$ cat src/hw/rtl/sws_pkg.sv
// Shared types and constants for the text word and sentence statistics block.
`timescale 1ns / 1ps
`default_nettype none
package sws_pkg;

   // Field widths
   localparam int BYTE_W        = 8;
   localparam int WORD_LEN_W    = 6;
   localparam int SENT_WORDS_W  = 8;
   localparam int OUT_COUNT_W   = 20;
   localparam int RATIO_W       = 24;
   localparam int FRAC_BITS     = 16;
   localparam int NUM_COUNTERS  = 8;

   // Configuration port
   localparam int CSR_INDEX_W   = 2;
   localparam int CSR_DATA_W    = 8;

   typedef enum logic [CSR_INDEX_W-1:0] {
      CSR_SHORT_WORD_MAX       = 2'd0,
      CSR_LONG_WORD_MIN        = 2'd1,
      CSR_SHORT_SENTENCE_BELOW = 2'd2,
      CSR_LONG_SENTENCE_MIN    = 2'd3
   } csr_index_type;

   // Register reset values
   localparam logic [WORD_LEN_W-1:0]   RST_SHORT_WORD_MAX       = 6'd4;
   localparam logic [WORD_LEN_W-1:0]   RST_LONG_WORD_MIN        = 6'd9;
   localparam logic [SENT_WORDS_W-1:0] RST_SHORT_SENTENCE_BELOW = 8'd10;
   localparam logic [SENT_WORDS_W-1:0] RST_LONG_SENTENCE_MIN    = 8'd20;

   // Saturation limits
   localparam logic [WORD_LEN_W-1:0]   WORD_LEN_MAX   = 6'd63;
   localparam logic [SENT_WORDS_W-1:0] SENT_WORDS_MAX = 8'd255;
   localparam logic [OUT_COUNT_W-1:0]  OUT_COUNT_MAX  = 20'hFFFFF;
   localparam logic [RATIO_W-1:0]      RATIO_MAX      = 24'hFFFFFF;

   // Character codes
   localparam logic [BYTE_W-1:0] CH_SPACE    = 8'h20;
   localparam logic [BYTE_W-1:0] CH_QUOTE    = 8'h22;
   localparam logic [BYTE_W-1:0] CH_PERIOD   = 8'h2E;
   localparam logic [BYTE_W-1:0] CH_QUESTION = 8'h3F;
   localparam logic [BYTE_W-1:0] CH_BANG     = 8'h21;
   localparam logic [BYTE_W-1:0] CH_DIGIT_LO = 8'h30;
   localparam logic [BYTE_W-1:0] CH_DIGIT_HI = 8'h39;
   localparam logic [BYTE_W-1:0] CH_UPPER_LO = 8'h41;
   localparam logic [BYTE_W-1:0] CH_UPPER_HI = 8'h5A;
   localparam logic [BYTE_W-1:0] CH_LOWER_LO = 8'h61;
   localparam logic [BYTE_W-1:0] CH_LOWER_HI = 8'h7A;

   // Event queue between front and back
   localparam int QUEUE_DEPTH  = 4;
   localparam int QUEUE_PTR_W  = 2;
   localparam int QUEUE_FILL_W = 3;

   typedef struct packed {
      logic [BYTE_W-1:0] text_byte;
      logic              end_of_text;
   } req_type;

   typedef struct packed {
      logic [OUT_COUNT_W-1:0] word_total;
      logic [OUT_COUNT_W-1:0] short_word_total;
      logic [OUT_COUNT_W-1:0] medium_word_total;
      logic [OUT_COUNT_W-1:0] long_word_total;
      logic [OUT_COUNT_W-1:0] sentence_total;
      logic [OUT_COUNT_W-1:0] short_sentence_total;
      logic [OUT_COUNT_W-1:0] medium_sentence_total;
      logic [OUT_COUNT_W-1:0] long_sentence_total;
      logic [RATIO_W-1:0]     sentence_word_ratio;
      logic                   ratio_invalid;
   } rsp_type;

   // Classified byte handed from front to back
   typedef struct packed {
      logic alnum;
      logic space;
      logic term;
      logic quote;
      logic last;
   } event_type;

   typedef struct packed {
      logic [WORD_LEN_W-1:0]   short_word_max;
      logic [WORD_LEN_W-1:0]   long_word_min;
      logic [SENT_WORDS_W-1:0] short_sentence_below;
      logic [SENT_WORDS_W-1:0] long_sentence_min;
   } cfg_type;

endpackage
`default_nettype wire

$ cat src/hw/rtl/sws_front.sv
// Front end: classifies each text byte and queues the event for the back end.
`timescale 1ns / 1ps
`default_nettype none
module sws_front (
   input  wire logic               clock,
   input  wire logic               reset,
   input  wire logic               req_valid,
   output logic                    req_stall,
   input  wire sws_pkg::req_type   req_data,
   output logic                    evt_valid,
   output sws_pkg::event_type      evt_data,
   input  wire logic               evt_take
);

   sws_pkg::event_type                 evt_new;
   sws_pkg::event_type                 queue_ff [sws_pkg::QUEUE_DEPTH];
   logic [sws_pkg::QUEUE_PTR_W-1:0]    wr_ptr_ff;
   logic [sws_pkg::QUEUE_PTR_W-1:0]    wr_ptr_in;
   logic [sws_pkg::QUEUE_PTR_W-1:0]    rd_ptr_ff;
   logic [sws_pkg::QUEUE_PTR_W-1:0]    rd_ptr_in;
   logic [sws_pkg::QUEUE_FILL_W-1:0]   fill_ff;
   logic [sws_pkg::QUEUE_FILL_W-1:0]   fill_in;
   logic                               push;
   logic                               pop;
   logic [sws_pkg::BYTE_W-1:0]         b;

   // Classify the incoming byte
   always_comb begin
      b = req_data.text_byte;
      evt_new.alnum = (b >= sws_pkg::CH_DIGIT_LO && b <= sws_pkg::CH_DIGIT_HI) ||
                      (b >= sws_pkg::CH_UPPER_LO && b <= sws_pkg::CH_UPPER_HI) ||
                      (b >= sws_pkg::CH_LOWER_LO && b <= sws_pkg::CH_LOWER_HI);
      evt_new.space = (b == sws_pkg::CH_SPACE);
      evt_new.quote = (b == sws_pkg::CH_QUOTE);
      evt_new.term  = (b == sws_pkg::CH_PERIOD) || (b == sws_pkg::CH_QUESTION) ||
                      (b == sws_pkg::CH_BANG);
      evt_new.last  = req_data.end_of_text;
   end

   // Queue control: stall only when full
   assign req_stall = (fill_ff == sws_pkg::QUEUE_FILL_W'(sws_pkg::QUEUE_DEPTH));
   assign evt_valid = (fill_ff != '0);
   assign evt_data  = queue_ff[rd_ptr_ff];
   assign push      = req_valid && !req_stall;
   assign pop       = evt_take && evt_valid;

   always_comb begin
      wr_ptr_in = push ? wr_ptr_ff + 1'b1 : wr_ptr_ff;
      rd_ptr_in = pop ? rd_ptr_ff + 1'b1 : rd_ptr_ff;
      fill_in   = fill_ff;
      if (push && !pop) begin
         fill_in = fill_ff + 1'b1;
      end else if (pop && !push) begin
         fill_in = fill_ff - 1'b1;
      end
   end

   always_ff @(posedge clock) begin
      if (reset) begin
         wr_ptr_ff <= '0;
         rd_ptr_ff <= '0;
         fill_ff   <= '0;
      end else begin
         wr_ptr_ff <= wr_ptr_in;
         rd_ptr_ff <= rd_ptr_in;
         fill_ff   <= fill_in;
      end
   end

   // Store the transfer's event
   always_ff @(posedge clock) begin
      if (push) begin
         queue_ff[wr_ptr_ff] <= evt_new;
      end
   end

endmodule
`default_nettype wire

$ cat src/hw/rtl/sws_div.sv
// Restoring divider, one quotient bit per cycle.
`timescale 1ns / 1ps
`default_nettype none
module sws_div #(
   parameter int DIVIDEND_W = 36,
   parameter int DIVISOR_W  = 20
) (
   input  wire logic                  clock,
   input  wire logic                  reset,
   input  wire logic                  start,
   input  wire logic [DIVIDEND_W-1:0] dividend,
   input  wire logic [DIVISOR_W-1:0]  divisor,
   output logic                       done,
   output logic [DIVIDEND_W-1:0]      quotient
);

   localparam int STEP_W = $clog2(DIVIDEND_W + 1);

   logic [DIVIDEND_W-1:0] quo_ff;
   logic [DIVIDEND_W-1:0] quo_in;
   logic [DIVISOR_W-1:0]  rem_ff;
   logic [DIVISOR_W-1:0]  rem_in;
   logic [DIVISOR_W-1:0]  dvs_ff;
   logic [DIVISOR_W-1:0]  dvs_in;
   logic [STEP_W-1:0]     step_ff;
   logic [STEP_W-1:0]     step_in;
   logic                  busy_ff;
   logic                  busy_in;
   logic                  done_ff;
   logic                  done_in;
   logic [DIVISOR_W:0]    shifted;
   logic [DIVISOR_W:0]    diff;
   logic                  ge;

   assign done     = done_ff;
   assign quotient = quo_ff;

   // Shift in one dividend bit and try a subtract
   always_comb begin
      shifted = {rem_ff, quo_ff[DIVIDEND_W-1]};
      diff    = shifted - {1'b0, dvs_ff};
      ge      = (shifted >= {1'b0, dvs_ff});
      quo_in  = quo_ff;
      rem_in  = rem_ff;
      dvs_in  = dvs_ff;
      step_in = step_ff;
      busy_in = busy_ff;
      done_in = 1'b0;
      if (start) begin
         quo_in  = dividend;
         rem_in  = '0;
         dvs_in  = divisor;
         step_in = '0;
         busy_in = 1'b1;
      end else if (busy_ff) begin
         quo_in  = {quo_ff[DIVIDEND_W-2:0], ge};
         rem_in  = ge ? diff[DIVISOR_W-1:0] : shifted[DIVISOR_W-1:0];
         step_in = step_ff + 1'b1;
         if (step_ff == STEP_W'(DIVIDEND_W - 1)) begin
            busy_in = 1'b0;
            done_in = 1'b1;
         end
      end
   end

   always_ff @(posedge clock) begin
      if (reset) begin
         busy_ff <= 1'b0;
         done_ff <= 1'b0;
         step_ff <= '0;
      end else begin
         busy_ff <= busy_in;
         done_ff <= done_in;
         step_ff <= step_in;
      end
   end

   always_ff @(posedge clock) begin
      quo_ff <= quo_in;
      rem_ff <= rem_in;
      dvs_ff <= dvs_in;
   end

endmodule
`default_nettype wire

$ cat src/hw/rtl/sws_back.sv
// Back end: word and sentence tracking, counters, result register.
`timescale 1ns / 1ps
`default_nettype none
module sws_back #(
   parameter int COUNT_WIDTH = 20
) (
   input  wire logic                                       clock,
   input  wire logic                                       reset,
   input  wire logic                                       csr_we,
   input  wire logic [sws_pkg::CSR_INDEX_W-1:0]            csr_index,
   input  wire logic [sws_pkg::CSR_DATA_W-1:0]             csr_wdata,
   input  wire logic                                       evt_valid,
   input  wire sws_pkg::event_type                         evt_data,
   output logic                                            evt_take,
   output logic                                            div_start,
   output logic [COUNT_WIDTH+sws_pkg::FRAC_BITS-1:0]       div_dividend,
   output logic [COUNT_WIDTH-1:0]                          div_divisor,
   input  wire logic                                       div_done,
   input  wire logic [COUNT_WIDTH+sws_pkg::FRAC_BITS-1:0]  div_quotient,
   output logic                                            rsp_valid,
   input  wire logic                                       rsp_stall,
   output sws_pkg::rsp_type                                rsp_data
);

   localparam int CNT_WORD      = 0;
   localparam int CNT_WORD_S    = 1;
   localparam int CNT_WORD_M    = 2;
   localparam int CNT_WORD_L    = 3;
   localparam int CNT_SENT      = 4;
   localparam int CNT_SENT_S    = 5;
   localparam int CNT_SENT_M    = 6;
   localparam int CNT_SENT_L    = 7;

   typedef enum logic [2:0] {
      ST_RUN    = 3'b001,
      ST_DIVIDE = 3'b010,
      ST_SEND   = 3'b100
   } back_state_type;

   back_state_type                         state_ff;
   back_state_type                         state_in;
   sws_pkg::cfg_type                       cfg_ff;
   sws_pkg::cfg_type                       cfg_in;
   logic [sws_pkg::WORD_LEN_W-1:0]         wl_ff;
   logic [sws_pkg::WORD_LEN_W-1:0]         wl_in;
   logic [sws_pkg::SENT_WORDS_W-1:0]       sw_ff;
   logic [sws_pkg::SENT_WORDS_W-1:0]       sw_in;
   logic                                   pend_ff;
   logic                                   pend_in;
   logic [COUNT_WIDTH-1:0]                 cnt_ff [sws_pkg::NUM_COUNTERS];
   logic [COUNT_WIDTH-1:0]                 cnt_in [sws_pkg::NUM_COUNTERS];
   logic                                   rsp_valid_ff;
   logic                                   rsp_valid_in;
   sws_pkg::rsp_type                       rsp_data_ff;
   sws_pkg::rsp_type                       rsp_data_in;
   logic                                   close_s_pre;
   logic                                   close_s_post;
   logic                                   close_w;
   logic [sws_pkg::SENT_WORDS_W-1:0]       sw_cleared;
   logic [sws_pkg::SENT_WORDS_W-1:0]       sw_after_word;
   logic [sws_pkg::SENT_WORDS_W-1:0]       sent_len;
   logic [63:0]                            quo_wide;

   function automatic logic [COUNT_WIDTH-1:0] bump_count(input logic [COUNT_WIDTH-1:0] c);
      return (&c) ? c : c + COUNT_WIDTH'(1);
   endfunction

   function automatic logic [sws_pkg::OUT_COUNT_W-1:0] clamp_count(
         input logic [COUNT_WIDTH-1:0] c);
      logic [31:0] w;
      w = 32'(c);
      return (w > 32'(sws_pkg::OUT_COUNT_MAX)) ? sws_pkg::OUT_COUNT_MAX : w[19:0];
   endfunction

   assign rsp_valid = rsp_valid_ff;
   assign rsp_data  = rsp_data_ff;

   // Configuration writes
   always_comb begin
      cfg_in = cfg_ff;
      if (csr_we) begin
         case (sws_pkg::csr_index_type'(csr_index))
            sws_pkg::CSR_SHORT_WORD_MAX: begin
               cfg_in.short_word_max = csr_wdata[sws_pkg::WORD_LEN_W-1:0];
            end
            sws_pkg::CSR_LONG_WORD_MIN: begin
               cfg_in.long_word_min = csr_wdata[sws_pkg::WORD_LEN_W-1:0];
            end
            sws_pkg::CSR_SHORT_SENTENCE_BELOW: begin
               cfg_in.short_sentence_below = csr_wdata;
            end
            sws_pkg::CSR_LONG_SENTENCE_MIN: begin
               cfg_in.long_sentence_min = csr_wdata;
            end
            default: begin
               cfg_in = cfg_ff;
            end
         endcase
      end
   end

   // Resolve a pending terminator, then this byte's word and sentence handling
   always_comb begin
      close_s_pre   = pend_ff && (evt_data.space || evt_data.quote);
      close_w       = (evt_data.term || evt_data.space) && (wl_ff != '0);
      sw_cleared    = close_s_pre ? '0 : sw_ff;
      sw_after_word = (close_w && sw_cleared != sws_pkg::SENT_WORDS_MAX) ?
                      sw_cleared + 1'b1 : sw_cleared;
      close_s_post  = evt_data.term && evt_data.last;
      sent_len      = close_s_pre ? sw_ff : sw_after_word;
   end

   // Sequencer: run events, divide at end of text, send the result
   always_comb begin
      state_in     = state_ff;
      wl_in        = wl_ff;
      sw_in        = sw_ff;
      pend_in      = pend_ff;
      cnt_in       = cnt_ff;
      evt_take     = 1'b0;
      div_start    = 1'b0;
      rsp_valid_in = rsp_valid_ff;
      rsp_data_in  = rsp_data_ff;
      quo_wide     = 64'(div_quotient);

      // Drop the result once it is transferred
      if (rsp_valid_ff && !rsp_stall) begin
         rsp_valid_in = 1'b0;
      end

      case (state_ff)
         ST_RUN: begin
            if (evt_valid) begin
               evt_take = 1'b1;
               if (close_w) begin
                  cnt_in[CNT_WORD] = bump_count(cnt_ff[CNT_WORD]);
                  if (wl_ff <= cfg_ff.short_word_max) begin
                     cnt_in[CNT_WORD_S] = bump_count(cnt_ff[CNT_WORD_S]);
                  end else if (wl_ff < cfg_ff.long_word_min) begin
                     cnt_in[CNT_WORD_M] = bump_count(cnt_ff[CNT_WORD_M]);
                  end else begin
                     cnt_in[CNT_WORD_L] = bump_count(cnt_ff[CNT_WORD_L]);
                  end
                  wl_in = '0;
               end else if (evt_data.alnum && wl_ff != sws_pkg::WORD_LEN_MAX) begin
                  wl_in = wl_ff + 1'b1;
               end
               if (close_s_pre || close_s_post) begin
                  cnt_in[CNT_SENT] = bump_count(cnt_ff[CNT_SENT]);
                  if (sent_len < cfg_ff.short_sentence_below) begin
                     cnt_in[CNT_SENT_S] = bump_count(cnt_ff[CNT_SENT_S]);
                  end else if (sent_len < cfg_ff.long_sentence_min) begin
                     cnt_in[CNT_SENT_M] = bump_count(cnt_ff[CNT_SENT_M]);
                  end else begin
                     cnt_in[CNT_SENT_L] = bump_count(cnt_ff[CNT_SENT_L]);
                  end
               end
               sw_in   = close_s_post ? '0 : sw_after_word;
               pend_in = evt_data.term && !evt_data.last;
               if (evt_data.last) begin
                  div_start = 1'b1;
                  state_in  = ST_DIVIDE;
               end
            end
         end
         ST_DIVIDE: begin
            if (div_done) begin
               state_in = ST_SEND;
            end
         end
         ST_SEND: begin
            if (!rsp_valid_ff || !rsp_stall) begin
               rsp_valid_in                      = 1'b1;
               rsp_data_in.word_total            = clamp_count(cnt_ff[CNT_WORD]);
               rsp_data_in.short_word_total      = clamp_count(cnt_ff[CNT_WORD_S]);
               rsp_data_in.medium_word_total     = clamp_count(cnt_ff[CNT_WORD_M]);
               rsp_data_in.long_word_total       = clamp_count(cnt_ff[CNT_WORD_L]);
               rsp_data_in.sentence_total        = clamp_count(cnt_ff[CNT_SENT]);
               rsp_data_in.short_sentence_total  = clamp_count(cnt_ff[CNT_SENT_S]);
               rsp_data_in.medium_sentence_total = clamp_count(cnt_ff[CNT_SENT_M]);
               rsp_data_in.long_sentence_total   = clamp_count(cnt_ff[CNT_SENT_L]);
               if (cnt_ff[CNT_WORD] == '0) begin
                  rsp_data_in.sentence_word_ratio = '0;
                  rsp_data_in.ratio_invalid       = 1'b1;
               end else begin
                  rsp_data_in.sentence_word_ratio =
                     (quo_wide > 64'(sws_pkg::RATIO_MAX)) ? sws_pkg::RATIO_MAX :
                     quo_wide[sws_pkg::RATIO_W-1:0];
                  rsp_data_in.ratio_invalid       = 1'b0;
               end
               // Clear the text state for the next text
               for (int i = 0; i < sws_pkg::NUM_COUNTERS; i++) begin
                  cnt_in[i] = '0;
               end
               wl_in    = '0;
               sw_in    = '0;
               pend_in  = 1'b0;
               state_in = ST_RUN;
            end
         end
         default: begin
            state_in = ST_RUN;
         end
      endcase

      // Divider operands come from the counts after the final byte
      div_dividend = {cnt_in[CNT_SENT], {sws_pkg::FRAC_BITS{1'b0}}};
      div_divisor  = cnt_in[CNT_WORD];
   end

   always_ff @(posedge clock) begin
      if (reset) begin
         state_ff                    <= ST_RUN;
         cfg_ff.short_word_max       <= sws_pkg::RST_SHORT_WORD_MAX;
         cfg_ff.long_word_min        <= sws_pkg::RST_LONG_WORD_MIN;
         cfg_ff.short_sentence_below <= sws_pkg::RST_SHORT_SENTENCE_BELOW;
         cfg_ff.long_sentence_min    <= sws_pkg::RST_LONG_SENTENCE_MIN;
         wl_ff                       <= '0;
         sw_ff                       <= '0;
         pend_ff                     <= 1'b0;
         rsp_valid_ff                <= 1'b0;
         for (int i = 0; i < sws_pkg::NUM_COUNTERS; i++) begin
            cnt_ff[i] <= '0;
         end
      end else begin
         state_ff     <= state_in;
         cfg_ff       <= cfg_in;
         wl_ff        <= wl_in;
         sw_ff        <= sw_in;
         pend_ff      <= pend_in;
         rsp_valid_ff <= rsp_valid_in;
         for (int i = 0; i < sws_pkg::NUM_COUNTERS; i++) begin
            cnt_ff[i] <= cnt_in[i];
         end
      end
   end

   always_ff @(posedge clock) begin
      rsp_data_ff <= rsp_data_in;
   end

endmodule
`default_nettype wire

$ cat src/hw/rtl/text_word_sentence_stats_top.sv
// Top level of the text word and sentence statistics block.
//
// Usage:
//   req channel: one text byte per transfer, end_of_text set on the last byte.
//   rsp channel: one result per text (eight counts, sentence/word ratio in
//   unsigned Q8.16, ratio_invalid when no word was seen).
//   csr port: write-only, register index 0..3, taken whenever csr_we is high;
//   write only while no text is in flight.
// Throughput: one byte per cycle while a text streams, unless req_stall holds it.
//   The byte with end_of_text starts a bit-serial divide; the back end takes no
//   further bytes until the result is loaded, and the four-entry event queue
//   keeps accepting bytes of the next text meanwhile until it fills.
// Reset: synchronous, clears counters, queue and result; registers return to
//   their defaults. After each result the counters clear for the next text.
// Stall: a stalled result holds in the output register; the next result
//   waits for it, and req_stall rises once the event queue fills.
`timescale 1ns / 1ps
`default_nettype none
module text_word_sentence_stats_top #(
   parameter int COUNT_WIDTH = 20
) (
   input  wire logic                             clock,
   input  wire logic                             reset,
   input  wire logic                             req_valid,
   output logic                                  req_stall,
   input  wire sws_pkg::req_type                 req_data,
   output logic                                  rsp_valid,
   input  wire logic                             rsp_stall,
   output sws_pkg::rsp_type                      rsp_data,
   input  wire logic                             csr_we,
   input  wire logic [sws_pkg::CSR_INDEX_W-1:0]  csr_index,
   input  wire logic [sws_pkg::CSR_DATA_W-1:0]   csr_wdata
);

   localparam int QUO_W = COUNT_WIDTH + sws_pkg::FRAC_BITS;

   logic                   evt_valid;
   sws_pkg::event_type     evt_data;
   logic                   evt_take;
   logic                   div_start;
   logic [QUO_W-1:0]       div_dividend;
   logic [COUNT_WIDTH-1:0] div_divisor;
   logic                   div_done;
   logic [QUO_W-1:0]       div_quotient;

   sws_front u_front (
      .clock     (clock),
      .reset     (reset),
      .req_valid (req_valid),
      .req_stall (req_stall),
      .req_data  (req_data),
      .evt_valid (evt_valid),
      .evt_data  (evt_data),
      .evt_take  (evt_take)
   );

   sws_back #(
      .COUNT_WIDTH (COUNT_WIDTH)
   ) u_back (
      .clock        (clock),
      .reset        (reset),
      .csr_we       (csr_we),
      .csr_index    (csr_index),
      .csr_wdata    (csr_wdata),
      .evt_valid    (evt_valid),
      .evt_data     (evt_data),
      .evt_take     (evt_take),
      .div_start    (div_start),
      .div_dividend (div_dividend),
      .div_divisor  (div_divisor),
      .div_done     (div_done),
      .div_quotient (div_quotient),
      .rsp_valid    (rsp_valid),
      .rsp_stall    (rsp_stall),
      .rsp_data     (rsp_data)
   );

   sws_div #(
      .DIVIDEND_W (QUO_W),
      .DIVISOR_W  (COUNT_WIDTH)
   ) u_div (
      .clock    (clock),
      .reset    (reset),
      .start    (div_start),
      .dividend (div_dividend),
      .divisor  (div_divisor),
      .done     (div_done),
      .quotient (div_quotient)
   );

endmodule
`default_nettype wire

$ cat config.mk
export PLATFORM = sky130hd
export DESIGN_NAME = text_word_sentence_stats_top
export DESIGN_NICKNAME = d
export VERILOG_FILES = /design/src/hw/rtl/sws_pkg.sv /design/src/hw/rtl/sws_front.sv /design/src/hw/rtl/sws_div.sv /design/src/hw/rtl/sws_back.sv /design/src/hw/rtl/text_word_sentence_stats_top.sv
export SDC_FILE = /design/constraint.sdc
export NUM_CORES = 1
export LEC_CHECK = 0
export BUFFER_PORTS_ARGS = -buffer_cell sky130_fd_sc_hd__buf_2
export CAP_MARGIN = 20
export CORE_MARGIN = 1.5
export CORE_UTILIZATION = 40
export DETAILED_ROUTE_END_ITERATION = 12
export PLACE_DENSITY_LB_ADDON = 0.25
export SETUP_SLACK_MARGIN = 0.02
export SYNTH_ARGS = -nofsm -noshare
export SYNTH_HDL_FRONTEND = slang
export SYNTH_SLANG_ARGS = --single-unit
$ cat constraint.sdc
create_clock -name clock -period 10.25 [get_ports clock]
set_clock_uncertainty 0.1 [all_clocks]
set_input_delay 0.5125 -clock clock [delete_from_list [all_inputs] [get_ports clock]]
set_output_delay 0.5125 -clock clock [all_outputs]
set_load 0.02 [all_outputs]
==> flow_summary.json <==
{
  "post_cts_resized": 0,
  "clkTransAtPathRegs_ns": 0.06,
  "portBuffers": 210,
  "ys.warnings.count": 0,
  "path_common_cell": "nor2_1",
  "dr.first_iter.drc_count": 941,
  "final_area_mm2": 0.0258,
  "finalWirelength_mm": 53.7,
  "yosysUniqueCellTypes": 74,
  "synth_top_flop_cell": "dfxtp_1",
  "vias": 16951,
  "syn-instance-count": 2168,
  "hold_buffers": 0,
  "critPathCaptureType": "flip-flop",
  "drt.antenna.violating_nets": 0,
  "max_freq_ghz": 0.172,
  "dp_cells": 3059,
  "cts_buffers": 53,
  "synthAdderAreaFrac_pct": 3.73,
  "dpl_cell_area_mm2": 0.0241,
  "cts_max_path_buffers": 3,
  "finalHoldViolCount": 0,
  "drive_above_1_share_pct": 14.5,
  "fp.dieH_um": 239,
  "num_io_pins": 211,
  "gp_congestion": 0.857,
  "final_nets": 2457,
  "synth-xor-area-share_pct": 2.88,
  "rsz0062_at_grt": "no",
  "cp_data_required_time_ns": 10.66,
  "row_count": 86,
  "ctsRootBufferMaster": "clkbuf_16",
  "dp_hpwl_mm": 36.6,
  "cts_setup_buffers": 0,
  "clock_sinks": 505,
  "min_period_over_period_pct": 56.8,
  "mappedNetlistArea_mm2": 0.0222,
  "arrival_ns": 6.23,
  "vdd_drop_max_mv": 0.159,
  "avgRoutedWirePerCell_um": 17.0,
  "total_leakage_power_nw": 9.66,
  "maxSlewViolCount": 0,
  "cts_tree": "built",
  "startpoint_type": "flip-flop",
  "pwr-share-comb_pct": 34.3,
  "fin_ws_ns": 4.43,
  "finalCriticalPeriod_ns": 5.82,
  "setup_viol": 0,
  "dp_slack_ns": 4.44,
  "first_global_vias": 16254,
  "hold_class": "in -> reg",
  "dr.pass1.iters": 5,
  "path_class": "reg -> reg",
  "crit_buf_inv": 1,
  "grt_max_degree": 88,
  "switching_share_pct": 37.5,
  "die_x_um": 239,
  "synth_compound_area_share_pct": 13.1,
  "switchingPower_mw": 2.71,
  "cp_cell_sequence": "mux4_2 -> o21ai_1 -> nand2_1 -> inv_1 -> ha_1 -> nand3_1 -> nor2_1 -> nor3_1 -> and4_1 -> and3_1 -> and3_1 -> xor2_1 -> ha_1 -> nand4_1 -> nor2_1 -> a211oi_1 -> o21ai_0 -> nor2_1 -> o211a_1 -> nand4_1 -> o31ai_1",
  "slowest_delay_ns": 0.59,
  "antenna_found_initial": 4,
  "max-cap-violations": 0,
  "clk_latency_ns": 0.62,
  "grt_pass1_wl_mm": 85.3,
  "synth_nets": 2257,
  "clkPwrFrac_pct": 25.8,
  "grtUsageTotal_pct": 18.6,
  "slew_headroom_pct": 27.6,
  "synth_edf_count": 245,
  "drc_errors": 0,
  "grt_remaining_overflow": 0,
  "fin_tns_setup_ns": 0,
  "power.internal_mw": 4.52,
  "synth-simple-area-share_pct": 18.2,
  "cp_slowest_cell": "mux4_2",
  "pwr-share-seq_pct": 39.9,
  "synth_top_family_by_area": "simple AND/OR/NAND/NOR gates",
  "via_per_inst": 5.36,
  "syn_area_per_cell_um2": 10.2,
  "async_reset_ff_share_pct": 0,
  "synthMuxAreaShare_pct": 2.42,
  "ys_seq_elements": 505,
  "syn2layout_area_growth_pct": 16.2,
  "outcome": "complete, no violations",
  "worstMarginPinSlew_ns": 1.08,
  "powerDensity_mw_per_mm2": 280,
  "worstPathMaxFanout": 17,
  "crit_family": "simple AND/OR/NAND/NOR gates",
  "start_util_pct": 40.4,
  "holdWs_ns": 0.0376,
  "dieArea_mm2": 0.0569,
  "seq_area_frac_synth_pct": 56.6,
  "min-delay-start": "req_data[0]",
  "htreeDepth": 2,
  "instances_no_fill": 3164,
  "core_area_mm2": 0.0550
}
==> cells in the mapped netlist, types with 27 or more instances <==
cell type | count | share of area (%)
nand4_1 | 47 | 1.3
nor2b_1 | 30 | 0.85
xnor2_1 | 35 | 1.4
a21oi_1 | 151 | 3.4
nand3_1 | 84 | 1.9
nor4_1 | 27 | 0.76
inv_1 | 89 | 1.5
ha_1 | 63 | 3.5
nand2_1 | 157 | 2.7
nor2_1 | 246 | 4.2
edfxtp_1 | 245 | 33
nor3_1 | 49 | 1.1
a31oi_1 | 35 | 0.99
xor2_1 | 38 | 1.5
and3_1 | 54 | 1.5
mux2i_1 | 39 | 1.8
dfxtp_1 | 260 | 23
clkbuf_1 | 76 | 1.3
o21ai_0 | 150 | 3.4
==> per-layer routing <==
metal	up-vias	track usage (%)	share of wire, %
li1	8313	-	-
met5	-	0	0.032
met3	92	3.28	4.8
met2	378	30.6	47
met4	4	6.56	2.6
met1	8164	24.4	45
==> metrics by stage <==
stage | total power [mW] | utilization (%)
after detailed placement | 5.42 | 43.7
after global placement | 5.36 | 43.7
after floorplan | 4.65 | -
after global routing | 7.67 | 46.9
final | 7.23 | 46.9
after CTS | 7.30 | 46.8
==> area by class of cell <==
cell class | instances | area, um^2
Tap cell | 748 | 936
Fill cell | 5081 | 29200
Antenna cell | 3 | 7.51
Sequential cell | 505 | 12600
Multi-Input combinational cell | 1482 | 8980
Timing Repair Buffer | 236 | 1270
Inverter | 90 | 338
Clock inverter | 26 | 231
Clock buffer | 74 | 1480
==> cell usage in the layout (no fill, tap or decap), types with 54 or more instances in the layout <==
cell type | netlist | layout
nor2_1 | 246 | 245
nand2_1 | 157 | 157
inv_1 | 89 | 89
nand3_1 | 84 | 84
a21oi_1 | 151 | 150
edfxtp_1 | 245 | 245
and3_1 | 54 | 54
dfxtp_1 | 260 | 259
buf_2 | 7 | 210
ha_1 | 63 | 63
o21ai_0 | 150 | 150
==> kinds of logic after synthesis <==
| group | count (synthesis) |
|---|---|
| AND/OR/NAND/NOR | 816 |
| flip-flops | 505 |
| AO/OA/AOI/OAI | 481 |
| buffers and inverters | 181 |
| XOR/XNOR | 73 |
| adder cells (fa/ha/maj) | 65 |
| multiplexers | 47 |
==> state kept, by name, summed over array words and instances, names as in the netlist, named ones only <==
name / cells
u_front.queue_ff: 20
u_back.rsp_data: 185
u_front.wr_ptr_ff: 2
u_div.busy_ff: 1
u_div.step_ff: 6
u_back.cfg_ff: 28
u_div.quotient: 36
u_div.done: 1
u_back.rsp_valid: 1
u_back.pend_ff: 1
u_back.state_ff: 3
u_front.fill_ff: 3
u_front.rd_ptr_ff: 2
u_back.wl_ff: 6
u_div.rem_ff: 20
u_div.dvs_ff: 20
u_back.sw_ff: 8
u_back.cnt_ff: 160
==> power by group through the flow <==
| stage | Combinational, mW | Clock [mW] | Sequential [mW] |
|---|---|---|---|
| global placement | 2.43 | 0 | 2.93 |
| CTS | 2.48 | 1.92 | 2.90 |
| floorplan | 1.37 | 0 | 3.28 |
| global route | 2.74 | 2.00 | 2.94 |
| finish | 2.48 | 1.86 | 2.89 |
| detailed placement | 2.48 | 0 | 2.94 |
==> worst paths after layout <==
kind                                                to  slack, ns  cells after the start
worst min-delay path            u_front.queue_ff[3][0]       0.04                      1
worst min register to register        u_back.cfg_ff[0]       0.35                      2
worst max-delay path                 u_back.cnt_ff[34]       4.43                     21
worst max register to register       u_back.cnt_ff[34]       4.43                     21
==> worst reg2reg max path, cell delays in order, from the launching register on <==
cell	delay (ns)
dfxtp_1	0.51
mux4_2	0.59
o21ai_1	0.50
nand2_1	0.15
inv_1	0.08
ha_1	0.20
nand3_1	0.11
nor2_1	0.25
nor3_1	0.13
and4_1	0.25
and3_1	0.23
and3_1	0.22
xor2_1	0.23
ha_1	0.29
nand4_1	0.13
nor2_1	0.07
a211oi_1	0.30
o21ai_0	0.15
nor2_1	0.22
o211a_1	0.56
nand4_1	0.20
o31ai_1	0.29
(Power assumes the default switching activity.)
